`src/sv/kssc_pkg.sv`:
```
package kssc_pkg;

  localparam int unsigned KEY_W   = 64;
  localparam int unsigned SEED_W  = 32;
  localparam int unsigned BYTE_W  = 8;
  localparam int unsigned TBL_DEPTH = 256;
  localparam int unsigned ADDR_W  = $clog2(TBL_DEPTH);
  localparam int unsigned POS_W   = 3;
  localparam int unsigned DCNT_W  = $clog2(SEED_W);

  localparam logic [SEED_W-1:0] LCG_MUL = 32'd1664525;
  localparam logic [SEED_W-1:0] LCG_ADD = 32'd1013904223;
  localparam logic [ADDR_W-1:0] TOP_IDX = ADDR_W'(TBL_DEPTH - 1);

  typedef enum logic [1:0] {
    OP_BUILD   = 2'd0,
    OP_ENCRYPT = 2'd1,
    OP_READ    = 2'd2
  } kssc_op_t;

  typedef enum logic [2:0] {
    ST_IDLE,
    ST_LOOKUP,
    ST_LCG,
    ST_DIV,
    ST_SWAP_RD,
    ST_WR_I,
    ST_WR_J
  } kssc_state_t;

  // controller -> datapath
  typedef struct packed {
    logic build_start;
    logic rd_lookup;
    logic lcg_step;
    logic div_step;
    logic rd_swap;
    logic wr_i;
    logic wr_j;
    logic next_i;
    logic out_load;
  } kssc_cmd_t;

  // datapath -> controller
  typedef struct packed {
    logic div_last;
    logic i_last;
    logic out_free;
  } kssc_sts_t;

endpackage

```
`src/sv/kssc_ctrl.sv`:
```
module kssc_ctrl import kssc_pkg::*; (
  input  logic        clk,
  input  logic        rst_n,
  input  logic        in_valid,
  input  logic [1:0]  in_operation,
  input  kssc_sts_t   sts,
  output kssc_cmd_t   cmd,
  output logic        in_stall
);

  kssc_state_t state_r, state_nxt;

  always_ff @(posedge clk) begin
    if (!rst_n) begin
      state_r <= ST_IDLE;
    end else begin
      state_r <= state_nxt;
    end
  end

  always_comb begin
    state_nxt = state_r;
    unique case (state_r)
      ST_IDLE: begin
        if (in_valid) begin
          if (in_operation == OP_BUILD) begin
            state_nxt = ST_LCG;
          end else if (in_operation == OP_ENCRYPT || in_operation == OP_READ) begin
            state_nxt = ST_LOOKUP;
          end
        end
      end
      ST_LOOKUP:  if (sts.out_free) state_nxt = ST_IDLE;
      ST_LCG:     state_nxt = ST_DIV;
      ST_DIV:     if (sts.div_last) state_nxt = ST_SWAP_RD;
      ST_SWAP_RD: state_nxt = ST_WR_I;
      ST_WR_I:    state_nxt = ST_WR_J;
      ST_WR_J:    state_nxt = sts.i_last ? ST_IDLE : ST_LCG;
      default:    state_nxt = ST_IDLE;
    endcase
  end

  always_comb begin
    cmd      = '0;
    in_stall = 1'b1;
    unique case (state_r)
      ST_IDLE: begin
        in_stall = 1'b0;
        if (in_valid) begin
          cmd.build_start = (in_operation == OP_BUILD);
          cmd.rd_lookup   = (in_operation == OP_ENCRYPT || in_operation == OP_READ);
        end
      end
      ST_LOOKUP:  cmd.out_load = sts.out_free;
      ST_LCG:     cmd.lcg_step = 1'b1;
      ST_DIV:     cmd.div_step = 1'b1;
      ST_SWAP_RD: cmd.rd_swap  = 1'b1;
      ST_WR_I:    cmd.wr_i     = 1'b1;
      ST_WR_J: begin
        cmd.wr_j   = 1'b1;
        cmd.next_i = 1'b1;
      end
      default: ;
    endcase
  end

endmodule

```
`config.mk`:
```
export PLATFORM = sky130hd
export DESIGN_NAME = kssc_ctrl
export DESIGN_NICKNAME = d
export VERILOG_FILES = /design/src/sv/kssc_pkg.sv /design/src/sv/kssc_ctrl.sv
export SDC_FILE = /design/constraint.sdc
export NUM_CORES = 1
export LEC_CHECK = 0
export CAP_MARGIN = 20
export CORE_AREA = 2 2 39 41
export CTS_CLUSTER_SIZE = 28
export DETAILED_ROUTE_END_ITERATION = 7
export DIE_AREA = 0 0 41 43
export DONT_BUFFER_PORTS = 1
export GPL_TIMING_DRIVEN = 0
export HOLD_SLACK_MARGIN = 0.05
export SLEW_MARGIN = 20
export SYNTH_ARGS = -nofsm -noshare
export SYNTH_HDL_FRONTEND = slang
export SYNTH_SLANG_ARGS = --single-unit
```
`constraint.sdc`:
```
create_clock -name clk -period 2.67 [get_ports clk]
set_clock_uncertainty 0.05 [all_clocks]
set_input_delay 0.534 -clock clk [delete_from_list [all_inputs] [get_ports clk]]
set_output_delay 0.534 -clock clk [all_outputs]
set_load 0.02 [all_outputs]
```
# == After elaboration in Yosys (flattened, before gate mapping) ==
# Cells that the tools add are included.
# classes
reduce_logical,4
muxes,16
eq_ne,12
# op_table
operator,count
$pmux 3 s7,1
$mux 3,5
$eq 3x3->1 const B,3
$mux 2,4
$eq 3x2->1 const B,2
$mux 1,6
$ne 2x2->1 const B,3
$reduce_and 4->1,1
$eq 3x1->1 const B,1
$logic_not 3->1,1
$ne 3x3->1 const B,1
$eq 2x1->1 const B,1
$eq 2x2->1 const B,1
$logic_not 2->1,1
$logic_or 1x1->1,1
# totals
register_bits,3
elab_cells,33
input_bits,8

# == Logic depth before layout (Yosys ltp) ==
# depth
word_depth,6
mapped_depth,4
ltp_nobuf,4

# == Worst setup path before layout ==
# No wires, ideal clock.
# synth_timing
path_kind,input -> output
start,input port in_operation[0]
end,output port cmd[7] (netlist name)
arrival_ns,1.053
path_slack_ns,1.033
t_required_ns,2.086
stages,3
n_path_buf,0
path_cell_list,inv_1 -> ha_1 -> and3_1
# synth_rtl
element,line_no,source
start: declaration,kssc_ctrl.sv:5,"input logic [1:0] in_operation,"
end: declaration,kssc_ctrl.sv:7,"output kssc_cmd_t cmd,"

==> impl_results.md <==
- Max incr delay on CP: 0.49 ns
- Yosys cell types: 25
- Cells after Synth: 40
- Final HPWL DP: 565 um
- FF+latch area: 60.1 um^2
- Crit path time final: 1.87 ns
- CP required: 2.09 ns
- Synthesis warning total: 0
- Die area: 1760 um^2
- Inserted Diodes: 0
- Clock-pin slew of the registers on the worst-case setup and hold paths: 0.04 ns
- Residual DRC: 0
- Sequential area share after synthesis: 18.7%
- Final Wtd Congestion: 0.718
- Area Growth Syn to Fin: 14.4%
- Post-Place Cells: 56
- Reg-to-Reg Start: state_r[0]
- H-Tree Depth: 1
- Most common cell in the netlist: inv_1
- Fmax: 535 MHz
- Die height: 43 um
- TritonCTS Buffers: 3
- Vias in the first global route: 259
- Post-route ant nets: 0
- 1st-iter DRT viols: 4
- Row cnt: 14
- Core Util, Final: 26.6%
- Setup repair bufs after CTS: 0
- Post-Place Setup Slack: 1.01 ns
- Crit-path max FO: 10
- Post-Syn Area: 322 um^2
- R2R cell count: 4
- Ordered cell list for the critical path: buf_2 -> nand2_1 -> nor3_1
- DR WL met3: 92 um
- Fin. Hold Viols: 0
- Max reg flops: 3
- Initial antenna violation count: 0
- Number of synthesized flops with an enable pin: 0
- Worst slew margin: 58.5%
- Synth cell count leaders: inv_1, and3_1, nand2_1
- PD cells: 503 nW/um^2
- Max-Cap Viols: 0
- Worst Hold Class: in -> reg
- WL met1: 273 um
- Actual slew at the worst max-slew pin: 0.617 ns
- Top sig layer: met3
- RSZ-0062 raised after global routing: no
- Grt ovf: 0
- Pins Over Slew Limit: 0
- Non-Filler Instances: 60
- Peak VDD IR: 0.153 mV
- Area of the multi-input gates: 214 um^2
- Critical path endpoint category: output port
- Routed len/inst: 11.9 um
- Fillers: 160
- CTS tree: built
- Total Power: 185 uW
- Largest regs: state_r x3
- Worst setup path category: reg -> out
- Syn nets: 50
- Net count, final: 55
- Hold_buf cts: 0
- Hold Startpoint: sts[2]
- Layout cells sized above 1: 27.3%
- Ys async rst share: 0%
- Final setup vio count: 0
- Drt via density: 4.82
- Pin count of the biggest net entering global routing: 11
- CTS max path bufs: 2
- Dominant cells by area after synthesis: dfxtp_1, and3_1, ha_1
- Total GRT Usage: 9.54%
- I/O pin cnt: 18
- Largest Register: state_r
- Worst path slowest cell: nor3_1
- Clk_lat worst skew: 0.23 ns
- Tcrit/Tclk final: 70.0%
- Vias: 289
- Post-synth top flop: dfxtp_1
- Global-route wire length before repair: 1050 um
- Top cell type's share of synthesized area: 18.7%
- Core Region: 1380 um^2
- Status: finished, final reports clean
- Number of cells upsized or downsized after cts: 0
- R2r endpoint: state_r[0]
- WL final: 715 um
- Post-synth top area cell: dfxtp_1
- WHS Path Cells: 2
- Leakage: 0.177 nW
- Mapped Avg Cell Area: 8.04 um^2
- Met2 WL: 348 um
- Setup ws final: 0.800 ns
- CP Data Arrival Time: 1.29 ns
- Worst R2R Setup Slack: 1.37 ns
- FF+latch count, synth: 3
- Setup TNS: 0 ns
- Crit path launch type: flop
- Initial DRT Pass Iterations: 4
- Port Buffer Count: 0
- Clock sinks: 3
- CTS Root Cell: clkbuf_4
- Die W: 41 um
- Starting Density: 23.2%
- WHS Endpoint: state_r[2]
[routing by layer]
metal  vias to the layer above  global-route usage, %
li1                        143                      -
met1                       129                   10.9
met2                        17                   11.6
met3                         0                   3.14
met4                         0                   12.0
met5                         -                      0
[placed cells by master, fill, tap and decap left out, drive strengths merged]
| cell type | instances |
|---|---|
| inv | 5 |
| and3 | 4 |
| nand2 | 4 |
| clkbuf | 4 |
| buf | 4 |
| dfxtp | 3 |
| nor2 | 2 |
| ha | 2 |
| nor3 | 2 |
| nor3b | 2 |
| o21ai | 2 |
| nand2b | 1 |
| and3b | 1 |
| a211o | 1 |
| a21oi | 1 |
| and2 | 1 |
| a221oi | 1 |
| nand3b | 1 |
| o31ai | 1 |
| mux2 | 1 |
| o2111a | 1 |
[area by class of cell]
| class | instances | area share (%) |
|---|---|---|
| Multi-Input combinational cell | 28 | 58.2 |
| Clock buffer | 4 | 7.14 |
| Buffer | 4 | 7.82 |
| Sequential cell | 3 | 16.3 |
| Inverter | 5 | 5.10 |
| Tap cell | 16 | 5.44 |
[critical path: cells and delay by family, from the launching register on]
kind | cells | cell delay, ns
buf+inv | 1 | 0.21
flops | 1 | 0.29
simple gates | 2 | 0.56
[worst max-delay path by stage]
stage                               start     end  slack [ns]
after floorplan           in_operation[0]  cmd[7]        1.03
after global placement    in_operation[0]  cmd[7]        1.02
after detailed placement  in_operation[0]  cmd[7]        1.01
after CTS                      state_r[0]  cmd[0]        0.79
after global routing           state_r[0]  cmd[0]        0.72
final                          state_r[0]  cmd[0]        0.80
[cells by family (layout without fill, tap and decap cells)]
group | after synthesis | in the layout | synth area share [%]
muxes | 1 | 1 | 4.67
DFF | 3 | 3 | 18.7
buffers and inverters | 9 | 13 | 14.8
and+or+nand+nor | 18 | 18 | 37.0
adders and majority gates | 2 | 2 | 7.78
AOI/OAI and AO/OA | 7 | 7 | 17.1
[through the flow]
stage	area, um^2	hold slack (ns)
6_report	368	0.393
5_1_grt	368	0.392
4_1_cts	368	0.389
3_5_place_dp	342	0.614
3_3_place_gp	342	0.608
2_1_floorplan	322	0.576
[power breakdown]
group / leakage, nW / internal, mW / switching (mW)
Sequential: 0.0245 / 0.0484 / 0.000885
Combinational: 0.137 / 0.0227 / 0.0338
Clock: 0.0150 / 0.0560 / 0.0233
Total: 0.177 / 0.127 / 0.0580
No activity file was read; power rests on OpenSTA's default activity.
